**src/sv/pc_pkg.sv**
```systemverilog
`default_nettype none

package pc_pkg;

  // counter width of the running totals
  localparam int CountWidth = 16;
  // width of the count fields on the result channel
  localparam int OutWidth   = 16;
  localparam int ErrWidth   = 9;

  typedef logic [CountWidth-1:0] count_t;

  // byte codes
  localparam logic [7:0] EndOfText = 8'h1A;
  localparam logic [7:0] CarRet    = 8'h0D;
  localparam logic [7:0] CarRetHi  = 8'h8D;
  localparam logic [7:0] LineFeed  = 8'h0A;
  localparam logic [6:0] Tab       = 7'h09;
  localparam logic [6:0] Space     = 7'h20;
  localparam logic [6:0] Bang      = 7'h21;
  localparam logic [6:0] Quote     = 7'h22;
  localparam logic [6:0] LParen    = 7'h28;
  localparam logic [6:0] RParen    = 7'h29;
  localparam logic [6:0] Comma     = 7'h2C;
  localparam logic [6:0] Period    = 7'h2E;
  localparam logic [6:0] Question  = 7'h3F;
  localparam logic [6:0] UpperZ    = 7'h5A;

  // operation codes
  localparam logic OpText    = 1'b0;
  localparam logic OpRestart = 1'b1;

  // error_mask bit positions
  localparam int ErrNoSpacePeriod   = 0;
  localparam int ErrNoSpaceBang     = 1;
  localparam int ErrNoSpaceQuestion = 2;
  localparam int ErrNoSpaceComma    = 3;
  localparam int ErrSpacePeriod     = 4;
  localparam int ErrSpaceQuestion   = 5;
  localparam int ErrSpaceBang       = 6;
  localparam int ErrSpaceComma      = 7;
  localparam int ErrUncapitalized   = 8;

  typedef struct packed {
    logic [6:0] prev_char;
    logic       sentence_start;
    count_t     line_count;
    count_t     char_count;
    count_t     left_count;
    count_t     right_count;
    count_t     quote_count;
    logic       ended;
  } state_t;

  localparam state_t StateReset = '{
    prev_char:      Space,
    sentence_start: 1'b1,
    line_count:     count_t'(1),
    char_count:     count_t'(1),
    left_count:     '0,
    right_count:    '0,
    quote_count:    '0,
    ended:          1'b0
  };

endpackage

`default_nettype wire

```
**src/sv/pc_step.sv**
```systemverilog
`default_nettype none

// next-state and fault logic for one byte
module pc_step (
  input  logic                        operation_i,
  input  logic [7:0]                  char_code_i,
  input  pc_pkg::state_t              state_i,
  output pc_pkg::state_t              state_o,
  output logic [pc_pkg::ErrWidth-1:0] error_mask_o
);

  logic [6:0] c;
  logic [6:0] p;

  always_comb begin
    c = char_code_i[6:0];
    if (c == pc_pkg::Tab) begin
      c = pc_pkg::Space;
    end
    p            = state_i.prev_char;
    state_o      = state_i;
    error_mask_o = '0;

    if (operation_i == pc_pkg::OpRestart) begin
      state_o = pc_pkg::StateReset;
    end else if (!state_i.ended) begin
      if (char_code_i == pc_pkg::EndOfText) begin
        state_o.ended = 1'b1;
      end else if (char_code_i == pc_pkg::CarRet || char_code_i == pc_pkg::CarRetHi) begin
        state_o.line_count = state_i.line_count + pc_pkg::count_t'(1);
        state_o.prev_char  = pc_pkg::Space;
      end else if (char_code_i != pc_pkg::LineFeed) begin
        state_o.char_count = state_i.char_count + pc_pkg::count_t'(1);

        // mark not followed by a space
        if (c != pc_pkg::Space) begin
          error_mask_o[pc_pkg::ErrNoSpacePeriod]   = (p == pc_pkg::Period);
          error_mask_o[pc_pkg::ErrNoSpaceBang]     = (p == pc_pkg::Bang);
          error_mask_o[pc_pkg::ErrNoSpaceQuestion] = (p == pc_pkg::Question);
          error_mask_o[pc_pkg::ErrNoSpaceComma]    = (p == pc_pkg::Comma);
        end
        // space in front of a mark
        if (p == pc_pkg::Space) begin
          error_mask_o[pc_pkg::ErrSpacePeriod]   = (c == pc_pkg::Period);
          error_mask_o[pc_pkg::ErrSpaceQuestion] = (c == pc_pkg::Question);
          error_mask_o[pc_pkg::ErrSpaceBang]     = (c == pc_pkg::Bang);
          error_mask_o[pc_pkg::ErrSpaceComma]    = (c == pc_pkg::Comma);
        end
        error_mask_o[pc_pkg::ErrUncapitalized] =
          state_i.sentence_start && (c != pc_pkg::Space) && (c > pc_pkg::UpperZ);

        if (state_i.sentence_start && c > pc_pkg::Bang) begin
          state_o.sentence_start = 1'b0;
        end
        if (c inside {pc_pkg::Period, pc_pkg::Bang, pc_pkg::Question}) begin
          state_o.sentence_start = 1'b1;
        end

        if (c == pc_pkg::LParen) begin
          state_o.left_count = state_i.left_count + pc_pkg::count_t'(1);
        end
        if (c == pc_pkg::RParen) begin
          state_o.right_count = state_i.right_count + pc_pkg::count_t'(1);
        end
        if (c == pc_pkg::Quote) begin
          state_o.quote_count = state_i.quote_count + pc_pkg::count_t'(1);
        end

        state_o.prev_char = c;
      end
    end
  end

endmodule

`default_nettype wire

```
**config.mk**
```make
export PLATFORM = sky130hd
export DESIGN_NAME = pc_step
export DESIGN_NICKNAME = d
export VERILOG_FILES = /design/src/sv/pc_pkg.sv /design/src/sv/pc_step.sv
export SDC_FILE = /design/constraint.sdc
export NUM_CORES = 1
export LEC_CHECK = 0
export BUFFER_PORTS_ARGS = -buffer_cell sky130_fd_sc_hd__buf_2
export CAP_MARGIN = 20
export CORE_UTILIZATION = 35
export DETAILED_ROUTE_END_ITERATION = 8
export PLACE_DENSITY = 0.72
export SYNTH_ARGS = -nofsm -noshare
export SYNTH_HDL_FRONTEND = slang
export SYNTH_SLANG_ARGS = --single-unit
export TNS_END_PERCENT = 20
```
**constraint.sdc**
```tcl
create_clock -name vclk -period 1.4
set_input_delay 0 -clock vclk [all_inputs]
set_output_delay 0 -clock vclk [all_outputs]
set_load 0.1 [all_outputs]
```
==> metrics.md, run 1 <==
| Metric | Value |
|---|---|
| Status | stopped before the end |
| Last stage reached | global routing (5_1_grt) |
| Error msg | [ERROR GRT-0232] Routing congestion too high. Check the congestion heatmap in the GUI. |
| Synth top area cells | or4_1, a21oi_1, o31ai_1 |
| Most numerous cell in the Yosys netlist | a21oi_1 |
| Leading area contributor after synthesis | or4_1 |
| Share of the synthesized area in the top cell type | 8.92% |
| Seq/Total Area, Yosys | 0% |
| Die Y | ~94 um |
| Dpl cells | roughly 880 |
| DP HPWL | between 10000 and 15000 um |
| Mapped Cells | 464 |
| Total global routing overflow | 3 |
| Worst_ep grt | state_o[63] |
| Worst endpoint type | primary output |
| Boundary pin count | between 150 and 200 |
| Largest net degree at the start of global routing | 40 |
| Yosys cell types | 61 |
| Port Buffers | between 150 and 200 |
| Syn Std Cell Area | between 0.002 and 0.003 sq mm |
| Top cell types by occurrence after synthesis | a21oi_1, nand2_1, nor2_1, or4_1, nand3_1 |
| Routability cong. | 0.922 |
| Syn nets | 567 |
| Mapped Avg Cell Area | between 6 and 7 sq um |
| Rows | 33 |
| Initial Util | between 30% and 40% |
| GRT Total Usage | about two thirds |
| Die Wd | about 94 um |
| Ys Warns | 0 |
[per-layer routing]
metal	overflow	GRT usage, %
met1	0	63.3
met2	2	89.1
met3	0	49.7
met4	1	72.8
met5	0	8.33
[logic make-up after synthesis]
family	count (synthesis)	synth area share (%)
buffers and inverters	47	7.44
and+or+nand+nor	262	55.3
AOI/OAI and AO/OA	123	26.3
muxes	10	3.82
xor gates and xnor gates	17	5.06
adders and majority gates	5	2.12
[metrics by stage]
step	util (%)	setup WS, ns	area (sq um)
floorplan	-	-0.799	3460
global placement	84.4	-0.375	6900
detailed placement	84.4	-0.415	6900
CTS	93.3	-0.289	7620
[repair_timing]
action,CTS
cloned,5
buffers inserted,22
pin swaps,65
hold buffers,0
resized for setup,121
endpoints found under the setup margin,91
==> inputs of run 2 (changes only) <==
- CORE_UTILIZATION: 35 -> 20
- PLACE_DENSITY: 0.72 -> default
- PLACE_DENSITY_LB_ADDON: default -> 0.15
- clock period: 1.4 -> 1.8 ns (I/O delays scaled with it)
==> run 2 against run 1 <==
  * The flow now finishes without violations
  * Area after synthesis stayed put
  * Synthesized cell count stayed put
==> metrics.md, run 2 <==
| Metric | Value |
|---|---|
| Layout cells sized above 1 | about half |
| Ys Warns | 0 (unchanged) |
| Die footprint | 0.0152 sq mm |
| Initial antenna violation count | 1 |
| Critical Setup Path Class | input port to primary output |
| Port Buffers | 196 (unchanged) |
| HP Class | input port to primary output |
| Multi-input logic area | 0.00318 sq mm |
| Req. time, crit path | approximately 1.8 ns |
| Core Area | 0.0141 sq mm |
| Syn nets | 567 (unchanged) |
| Initial Util | 20.9% (-15 points) |
| Worst Tran Pin Value | about 0.54 ns |
| Worst EP arrival | 1.77 ns |
| Post-DRT Antenna Nets | 0 |
| Seq. cell area | 0 sq um |
| # DRC | 0 |
| Bufs and invs on worst path | 3 |
| GRT Total Usage | between 10% and 20% |
| Total global routing overflow | 0 |
| Worst-path fanout max | 9 |
| Yosys cell types | 61 (unchanged) |
| Final Setup Violations | 0 |
| Mapped Cells | 464 (unchanged) |
| Design Power | roughly 2 mW |
| Commonest non-fill, non-tap cell in the layout | buf_2 |
| First-pass GRT wire length | 21900 um |
| DP HPWL | 11700 um (-7.7%) |
| Die Y | 123 um (+32%) |
| Placed cell areas | 0.00622 sq mm (-9.9%) |
| PwrDens | ~320 mW/mm^2 |
| Final Non-Filler Cells | ~870 |
| Synth top area cells | or4_1, a21oi_1, o31ai_1 |
| Most frequent cells in the layout | buf_2, buf_12, buf_4 |
| Routed via count | 4549 |
| DRT Pass-1 Iters | 4 |
| Peak supply drop | 0.168 mV |
| Fin Hold WS | about 0.42 ns |
| Clkbuf count | 0 |
| 1st-iter DRT viols | about 200 |
| Die Wd | 123 um (+32%) |
| Min Clock Period, post-route | between 1.5 and 2 ns |
| Number of global-route vias before repair | around 4400 |
| Boundary pin count | 196 (unchanged) |
| Mapped Avg Cell Area | 6.34 sq um (unchanged) |
| Fillers | 1401 |
| Cell area after layout | ~0.0063 sq mm |
| Max cap viols | 0 |
| Unrepaired setup endpoints after global routing | true |
| Delay-heaviest family, CP | compound AO/OA/AOI/OAI gates |
| WL final | 13800 um |
| Fin. Hold Viols | 0 |
| Leak | between 2 and 2.5 nW |
| Layout net count | about 800 |
| Cell Chain, Critical Path | buf_2 -> or4b_4 -> buf_4 -> o21ai_4 -> o21ai_0 -> a21oi_2 -> buf_12 |
| Syn Std Cell Area | 0.00294 sq mm (unchanged) |
| Post-DR wirelength/cell | approximately 16 um |
| Hold_buf cts | 0 (unchanged) |
| Rows | 43 (+30%) |
| Crit start category | input port |
| Dpl cells | 862 (-1.7%) |
| Seq/Total Area, Yosys | 0% (unchanged) |
| Num sequential | 0 |
| Most numerous cell in the Yosys netlist | a21oi_1 |
| Leading area contributor after synthesis | or4_1 |
| Slew margin rel. | 64.2% |
| Slowest-stage cell, CP | or4b_4 |
| Max Clk Rate | roughly 570 MHz |
| Final period util | about 98% |
| DR vias/cell | 5.26 |
| Area grow syn2layout | 114% |
| CP Capture Type | primary output |
| Status | completed |
| Largest net degree at the start of global routing | 37 |
| Routability cong. | 0.831 (-9.9%) |
| Setup TNS | 0 ns |
| Max-slew violations | 0 |
| Top cell types by occurrence after synthesis | a21oi_1, nand2_1, nor2_1, or4_1, nand3_1 |
| Share of the synthesized area in the top cell type | 8.92% (unchanged) |
| CP peak stage delay | about 0.6 ns |
[run 2: cell counts after synthesis]
No cell type changed its count.
[run 2: cell families (layout without fill, tap and decap cells)]
kind of cell             Yosys count  count (layout)  synth area share [%]
other                              0               1                     0
AO/OA/AOI/OAI                    123             123                  26.3
buffers and inverters             47             267                  7.44
AND/OR/NAND/NOR                  262             262                  55.3
adder cells (fa/ha/maj)            5               5                  2.12
XOR/XNOR                          17              17                  5.06
multiplexers                      10              10                  3.82
[run 2: where the power goes]
part / total (mW) / switching, mW / internal, mW
sequential: 0 / 0 / 0
clock: 0.0000000743 / 0 / 0.0000000743
combinational: 2.03 / 1.34 / 0.693
total: 2.03 / 1.34 / 0.693
[run 2: repair_timing]
action | 4_1_cts | 5_1_grt
gates resized for setup | 2 | 11
buffers inserted | 0 | 2
setup endpoints to repair | 2 | 37
pin swaps | 0 | 6
[run 2: layout make-up]
type,count,share of cell area (%)
Antenna cell,1,0.0398
Inverter,13,0.776
Multi-Input combinational cell,417,50.6
Tap cell,180,3.58
Timing Repair Buffer,254,45.0
[run 2: metrics by stage]
step | setup slack (ns) | utilization, %
2_1_floorplan | -0.569 | -
3_3_place_gp | 0.00303 | 44.1
3_5_place_dp | -0.0182 | 44.1
4_1_cts | 0.00477 | 44.1
5_1_grt | -0.0251 | 44.6
6_report | 0.0324 | 44.6
[run 2: path summary, 6_finish.rpt]
kind / startpoint / to / slack, ns / cells after the start
hold / removal: state_i[16] / state_o[16] / 0.42 / 4
setup / recovery: char_code_i[6] / state_o[51] / 0.03 / 7
[run 2: routing by layer]
layer | share of wire, % | up-vias | track usage (%)
met3 | 7.7 | 14 | 3.23
li1 | - | 2272 | -
met2 | 49 | 152 | 30.8
met1 | 43 | 2111 | 22.8
met5 | 0 | - | 0
met4 | 1.2 | 0 | 1.58
No activity file was read; power rests on OpenSTA's default activity.
==> inputs of run 3 (changes only) <==
- CELL_PAD_IN_SITES_DETAIL_PLACEMENT: default -> 1
- CELL_PAD_IN_SITES_GLOBAL_PLACEMENT: default -> 1
- CORE_UTILIZATION: 20 -> 29
==> run 3 against run 2 <==
  * Clock-buffer cell count unchanged
  * Sequential share of layout area is the same
  * First-iteration DRC count is 43% lower
  * Core utilization up 18 points
  * Highest routed layer is now met5
  * Largest power group unchanged
  * Non-clock buffer count decreased by 11
==> metrics.md, run 3 (synthesized netlist as in run 2, its figures left out) <==
| Metric | Value |
|---|---|
| Status | completed |
| DR vias/cell | 5.78 (+9.8%) |
| First-pass GRT wire length | 23400 um (+6.6%) |
| Unrepaired setup endpoints after global routing | true |
| Routing usage on met1 | 32.1% (+9.3 points) |
| DP HPWL | 12400 um (+5.7%) |
| Critical Setup Path Class | input port to primary output |
| Initial antenna violation count | 1 (unchanged) |
| Initial Util | 30.0% (+9.1 points) |
| Min-delay src | operation_i |
| HP Class | input port to primary output |
| Post-DR wirelength/cell | 18.0 um (+13%) |
| Port Buffers | 196 (unchanged) |
| GRT Total Usage | 27.0% (+9.5 points) |
| Area grow syn2layout | 108% |
| Seq. cell area | 0 sq um (unchanged) |
| Final period util | 99.9% (+1.7 points) |
| Core Area | 0.00982 sq mm (-30%) |
| Fin Hold WS | 0.405 ns (-0.0117 ns) |
| Setup TNS | 0 ns (unchanged) |
| # DRC | 0 (unchanged) |
| Inserted Diodes | 0 (-1) |
| Total global routing overflow | 0 (unchanged) |
| Largest net degree at the start of global routing | 49 (+32%) |
| Die footprint | 0.0106 sq mm (-31%) |
| Min Clock Period, post-route | 1.80 ns (+0.0297 ns) |
| Post-DRT Antenna Nets | 0 (unchanged) |
| Clkbuf count | 0 (unchanged) |
| Routing usage on met2 | 52.1% (+21 points) |
| Worst EP arrival | 1.80 ns (+0.03 ns) |
| CP Capture Type | primary output |
| Layout cells sized above 1 | 49.6% (-0.52 points) |
| Max-slew violations | 0 (unchanged) |
| Number of global-route vias before repair | 4727 (+8.4%) |
| Hold depth | 3 (-1) |
| Worst-path fanout max | 5 (-4) |
| Slew margin rel. | 66.4% (+2.3 points) |
| Placed cell areas | 0.00608 sq mm (-2.3%) |
| Worst Tran Pin Value | 0.507 ns (-0.0306 ns) |
| Leak | 2.39 nW (-2.2%) |
| Layout net count | 778 (-1.4%) |
| PwrDens | 332 mW/mm^2 (+2.7%) |
| WL final | 14500 um (+5.4%) |
| Layer with the highest usage | met2 |
| Cell area after layout | 0.00613 sq mm (-2.5%) |
| Max cap viols | 0 (unchanged) |
| DRT Pass-1 Iters | 4 (unchanged) |
| Max Clk Rate | 556 MHz (-1.7%) |
| Rows | 36 (-16%) |
| Most frequent cells in the layout | buf_2, buf_12, buf_4 |
| Routability cong. | 0.880 (+6.0%) |
| Final Setup Violations | 0 (unchanged) |
| Req. time, crit path | 1.80 ns (about the same) |
| Routed via count | 4656 (+2.4%) |
| Crit start category | input port |
| Num sequential | 0 (unchanged) |
| Hold path endpoint | state_o[83] |
| Die Y | 103 um (-17%) |
| Boundary pin count | 196 (unchanged) |
| Fin. Hold Viols | 0 (unchanged) |
| Peak supply drop | 0.206 mV (+22%) |
| Fillers | 1166 (-17%) |
| 1st-iter DRT viols | 116 (-43%) |
| Multi-input logic area | 0.00318 sq mm (-0.16%) |
| Commonest non-fill, non-tap cell in the layout | buf_2 |
| Met3 usage | 4.47% (+1.2 points) |
| Die Wd | 103 um (-17%) |
run 3: repair_timing:
item	in CTS	in global routing
pin swaps	0	5
resized for setup	3	13
hold buffers	0	0
setup endpoints to repair	4	35
setup buffers	0	0
run 3: report_power, final:
group	switching (mW)	leakage, nW	internal (mW)
registers	0	0	0
clock network	0	0	0
logic	1.35	2.39	0.684
run 3: layer usage:
layer	wire length, um	vias up
li1	-	2237
met4	138	2
met1	5930	2261
met5	13	-
met3	832	16
met2	7610	140
run 3: how the worst max path moves through the flow:
stage,slack (ns),from,end
floorplan,-0.57,char_code_i[1],state_o[7]
global placement,0.05,char_code_i[3],state_o[78]
detailed placement,-0.07,char_code_i[3],state_o[78]
CTS,0.002,char_code_i[0],state_o[78]
global route,-0.06,char_code_i[3],state_o[78]
finish,0.003,state_i[53],state_o[64]
run 3: critical path, stage by stage:
cell and delay, ns:
buf_2 0.13, nand4_2 0.16, or4_1 0.60, nor4_1 0.30
mux2_1 0.41, buf_12 0.18
run 3: metrics by stage:
stage | power [mW] | utilization [%] | cells | setup WS (ns)
floorplan | 1.21 | - | 464 | -0.569
CTS | 2.03 | 62.0 | 806 | 0.00152
global route | 2.11 | 62.4 | 806 | -0.0568
global placement | 1.98 | 61.9 | 806 | 0.0516
detailed placement | 2.02 | 61.9 | 806 | -0.0676
finish | 2.03 | 62.4 | 806 | 0.00261
run 3: cell type report:
class / count / share of cell area [%]
inverters: 13 / 0.796
multi-input cells: 417 / 51.8
well taps: 133 / 2.71
repair buffers: 243 / 44.7
